<file path="src/hw/rtl/olte_pkg.sv">
// ----------------------------------------------------------------------------
// olte_pkg : shared types for the ordered list table engine
// Request kinds, status codes, controller states and the command / status
// bundles that pass between the controller and the datapath.
// ----------------------------------------------------------------------------
`timescale 1ns / 1ps

package olte_pkg;

    // Default number of list slots
    localparam int OLT_DEPTH = 16;

    // Width of one list entry
    localparam int OLT_DATA_W = 64;

    // Request kinds
    typedef enum logic [3:0] {
        REQ_INS_HEAD = 4'd0,
        REQ_INS_TAIL = 4'd1,
        REQ_INS_AT   = 4'd2,
        REQ_RM_HEAD  = 4'd3,
        REQ_RM_TAIL  = 4'd4,
        REQ_RM_AT    = 4'd5,
        REQ_RM_FIRST = 4'd6,
        REQ_RM_ALL   = 4'd7,
        REQ_FIND     = 4'd8,
        REQ_GET      = 4'd9
    } req_kind_t;

    // Result status codes
    typedef enum logic [1:0] {
        ST_OK    = 2'd0,
        ST_RANGE = 2'd1,
        ST_EMPTY = 2'd2,
        ST_FULL  = 2'd3
    } status_t;

    // Controller states
    typedef enum logic [1:0] {
        S_IDLE   = 2'd0,
        S_DECIDE = 2'd1,
        S_SCAN   = 2'd2,
        S_OUT    = 2'd3
    } ctrl_state_t;

    // Controller to datapath commands
    typedef struct packed {
        logic load;         // latch request, clear result
        logic exec;         // request kinds that need no scan
        logic scan_next;    // examine one entry, compact if not matching
        logic drop_hit;     // drop the entry under the scan index
        logic compact_end;  // count takes the compaction write pointer
    } olte_cmd_t;

    // Datapath to controller status
    typedef struct packed {
        req_kind_t kind;
        logic      match;
        logic      scan_done;
    } olte_stat_t;

endpackage

</file>
<file path="src/hw/rtl/olte_ctrl.sv">
// ----------------------------------------------------------------------------
// olte_ctrl : request sequencer
// Takes a request, issues one single-cycle command or walks the scan loop for
// value searches, then raises the result strobe for one cycle.
// ----------------------------------------------------------------------------
`timescale 1ns / 1ps

module olte_ctrl
    import olte_pkg::*;
(
    input  logic       clk,
    input  logic       rst_n,
    input  logic       start,
    input  olte_stat_t stat,
    output olte_cmd_t  cmd,
    output logic       busy,
    output logic       done
);

    ctrl_state_t state_reg;
    ctrl_state_t state_next;

    // State register
    always_ff @(posedge clk or negedge rst_n)
    begin
        if (!rst_n)
        begin
            state_reg <= S_IDLE;
        end
        else
        begin
            state_reg <= state_next;
        end
    end

    // Next state
    always_comb
    begin
        state_next = state_reg;
        unique case (state_reg)
            S_IDLE:
            begin
                if (start)
                begin
                    state_next = S_DECIDE;
                end
            end
            S_DECIDE:
            begin
                if (stat.kind inside {REQ_RM_FIRST, REQ_RM_ALL, REQ_FIND})
                begin
                    state_next = S_SCAN;
                end
                else
                begin
                    state_next = S_OUT;
                end
            end
            S_SCAN:
            begin
                if (stat.scan_done)
                begin
                    state_next = S_OUT;
                end
                else if (stat.match && stat.kind != REQ_RM_ALL)
                begin
                    state_next = S_OUT;
                end
            end
            S_OUT:
            begin
                state_next = S_IDLE;
            end
            default:
            begin
                state_next = S_IDLE;
            end
        endcase
    end

    // Outputs
    always_comb
    begin
        cmd  = '0;
        busy = 1'b1;
        done = 1'b0;
        unique case (state_reg)
            S_IDLE:
            begin
                busy     = 1'b0;
                cmd.load = start;
            end
            S_DECIDE:
            begin
                cmd.exec = !(stat.kind inside {REQ_RM_FIRST, REQ_RM_ALL, REQ_FIND});
            end
            S_SCAN:
            begin
                if (stat.scan_done)
                begin
                    cmd.compact_end = (stat.kind == REQ_RM_ALL);
                end
                else if (stat.match && stat.kind == REQ_RM_FIRST)
                begin
                    cmd.drop_hit = 1'b1;
                end
                else
                begin
                    cmd.scan_next = 1'b1;
                end
            end
            S_OUT:
            begin
                done = 1'b1;
            end
            default:
            begin
                busy = 1'b1;
            end
        endcase
    end

    // Checks
    a_done_single: assert property (@(posedge clk) disable iff (!rst_n)
        done |=> !done)
        else $error("result strobe held for more than one cycle");

    a_accept_decide: assert property (@(posedge clk) disable iff (!rst_n)
        (start && !busy) |=> (state_reg == S_DECIDE))
        else $error("accepted request did not reach decode");

    a_one_cmd: assert property (@(posedge clk) disable iff (!rst_n)
        $onehot0({cmd.load, cmd.exec, cmd.scan_next, cmd.drop_hit, cmd.compact_end}))
        else $error("more than one datapath command at once");

endmodule

</file>
<file path="config.mk">
export PLATFORM = sky130hd
export DESIGN_NAME = olte_ctrl
export DESIGN_NICKNAME = d
export VERILOG_FILES = /design/src/hw/rtl/olte_pkg.sv /design/src/hw/rtl/olte_ctrl.sv
export SDC_FILE = /design/constraint.sdc
export NUM_CORES = 1
export LEC_CHECK = 0
export CAP_MARGIN = 20
export CORE_AREA = 5 5 42 44
export DETAILED_ROUTE_END_ITERATION = 12
export DIE_AREA = 0 0 47 49
export DONT_BUFFER_PORTS = 1
export GPL_ROUTABILITY_DRIVEN = 0
export GPL_TIMING_DRIVEN = 0
export PLACE_DENSITY_LB_ADDON = 0.1
export SYNTH_ARGS = -nofsm -noshare
export SYNTH_HDL_FRONTEND = slang
export SYNTH_SLANG_ARGS = --single-unit
</file>
<file path="constraint.sdc">
create_clock -name clk -period 2.12 [get_ports clk]
set_input_delay 0.424 -clock clk [delete_from_list [all_inputs] [get_ports clk]]
set_output_delay 0.424 -clock clk [all_outputs]
set_load 0.05 [all_outputs]
</file>
==> out/metrics.csv <==
metric,value,unit
htree_levels,1,
yosys.area.top_type,ha_1,
nets,49,
floorplan.die_area,2300,um^2
fp.dieW,47,um
p_leak,0.135,nW
muxShareOfSynthArea,0,
swShare,0.566,
initial_core_util,0.179,
vias,215,
ff2ff_setup_slack,530,ps
drt_iter0_drc,2,
mappedNetlistNets,43,
cts_made_buffers,3,
cp_data_required_time,1700,ps
grt_antenna_before_repair,0,
synth_cells,29,
powerDensity,1620,nW/um^2
pwr-share-comb,0.669,
tritoncts,built,
synth_area,250,um^2
synth.area.top_cells,"ha_1, dfrtp_1, inv_1",
cts.sink_count,2,
cts-root-buf,clkbuf_4,
fmax,506,MHz
p_int,218,uW
cts_buffer_depth,2,
cp-end-kind,output pin,
multi_input_area,193,um^2
cp.arrival,1550,ps
fin_crit,1980,ps
largest_register_ffs,2,
insertedDiodeCount,0,
grt_pass1_wl,903,um
power_switching,285,uW
path_clk_slew,30,ps
design_area,310,um^2
rsz0062_at_grt,false,
maxSlewViolCount,0,
outcome,completed,
maxCapViolCount,0,
fp.dieH,49,um
worst_slew_pin_slew,557,ps
drt-total-wl,583,um
grt_overflow,0,
fin_cells,49,
finalSetupViolations,0,
cp-start-kind,flip-flop,
synth-seq-cells,2,
fin_crit_sh,0.932,
num_rows,14,
ios,16,
viasPerCell,4.39,
synthSimpleGateAreaFrac,0.375,
dpl.hpwl,482,um
drive_above_1_share,0.212,
hold_viol_final,0,
setup_slack,143,ps
avgSynthCellArea,8.63,um^2
max_slew_margin,0.628,
dp.cells,45,
crit_type,reg -> out,
grt_max_degree,5,
post_cts_buffers,0,
wl_per_cell,11.9,um
clock_skew,1.41,ps
synth_top_area_share,0.250,
grt_pass1_vias,229,
grt_usage,0.0563,
first_pass_iters,2,
synth_xor_area_frac,0,
worstPathMaxFanout,4,
synth_compound_area_frac,0.115,
core_area,1400,um^2
regArea,50.0,um^2
power_frac_seq,0.162,
port_buffers,0,
remaining_drc_errors,0,
synth_top_family_by_area,simple AND/OR/NAND/NOR gates,
clockPowerShare,0.169,
hold_path.class,in -> async,
nFillCells,162,
setup_tns,0,ps
syn_to_final_growth,24.0,%
clk_latency,220,ps
yosys_warnings,0,
pre_cts_slack,9.67,ps
ir_drop,0.412,mV
ant_nets,0,
yosys.area_share.adder,0.250,
ys_seq_area_frac,0.200,
synthDistinctLibCells,17,
postPlaceCellArea,270,um^2
-- cell families after synthesis --
| logic type | after synthesis |
|---|---|
| simple gates | 14 |
| fa+ha+maj | 5 |
| compound gates | 4 |
| buf+inv | 4 |
| flops | 2 |
-- critical path, cell delays in order (launching register included) --
cell	delay, ps
dfrtp_1	400
inv_1	130
ha_1	200
nand2b_1	120
nor2b_2	480
-- metrics by stage --
stage / util / total power, mW / hold WS [ps]
4_1_cts: 0.221 / 0.517 / 419
6_report: 0.221 / 0.503 / 431
3_3_place_gp: 0.193 / 0.417 / 128
3_5_place_dp: 0.193 / 0.419 / 128
2_1_floorplan: - / 0.376 / 128
5_1_grt: 0.221 / 0.550 / 429
-- placed cells by master (no fill, tap or decap) --
| cell type | netlist | layout |
|---|---|---|
| nor3b_1 | 1 | 1 |
| a2bb2oi_1 | 1 | 1 |
| and3_4 | 1 | 1 |
| nand2_1 | 1 | 1 |
| dlygate4sd3_1 | 0 | 1 |
| nand3b_1 | 2 | 2 |
| nand3_1 | 1 | 1 |
| dfrtp_1 | 2 | 2 |
| o21ai_0 | 2 | 2 |
| or3b_1 | 1 | 1 |
| or4b_1 | 1 | 1 |
| nor2_2 | 0 | 2 |
| clkbuf_4 | 0 | 3 |
| nor2b_2 | 0 | 1 |
| inv_1 | 4 | 4 |
| ha_1 | 5 | 5 |
| and2_1 | 1 | 1 |
| o311a_1 | 1 | 1 |
| nand2b_1 | 2 | 2 |
-- synth_stat cells, drive strengths merged --
library cell and n:
a2bb2oi 1, nand2b 2, nor2b 1, nor2 2, inv 4, dfrtp 2, nor3b 1, or4b 1
ha 5, and3 1, o311a 1, or3b 1, nand3b 2, nand3 1, nand2 1, o21ai 2
and2 1
-- final cells by class --
type | count | area share
Inverter | 4 | 0.0484
Multi-Input combinational cell | 23 | 0.621
Clock buffer | 3 | 0.0726
Tap cell | 16 | 0.0645
Timing Repair Buffer | 1 | 0.0323
Sequential cell | 2 | 0.161
-- power groups by stage --
stage / clock [mW] / sequential [mW] / combinational, mW
3_3_place_gp: 0 / 0.0831 / 0.334
5_1_grt: 0.0933 / 0.0863 / 0.371
4_1_cts: 0.0922 / 0.0819 / 0.343
6_report: 0.0848 / 0.0816 / 0.337
3_5_place_dp: 0 / 0.0825 / 0.336
2_1_floorplan: 0 / 0.0767 / 0.299
-- routing by layer --
metal	wire length (um)	vias up	track usage
met5	0	-	0
met4	0	0	0.0553
met3	53	0	0.0185
met2	303	7	0.0792
met1	225	99	0.0615
li1	-	109	-
-- timing repair --
action / in CTS / in global routing
endpoints found under the setup margin: 3 / 0
gates resized for setup: 3 / 0
hold endpoints to repair: 2 / 0
hold buffers: 1 / 0
-- path summary, 6_finish.rpt --
kind	startpoint	end	cells after the start
hold reg to reg	state_reg[0]$_DFFE_PN0P_	state_reg[0]$_DFFE_PN0P_	2
setup / recovery	state_reg[0]$_DFFE_PN0P_	cmd[1]	4
min in group clk	stat[2]	state_reg[1]$_DFFE_PN0P_	3
hold / removal	rst_n	state_reg[1]$_DFFE_PN0P_	1
max in group asynchronous	rst_n	state_reg[0]$_DFFE_PN0P_	1
setup reg to reg	state_reg[0]$_DFFE_PN0P_	state_reg[0]$_DFFE_PN0P_	6
No activity file was read; power rests on OpenSTA's default activity.
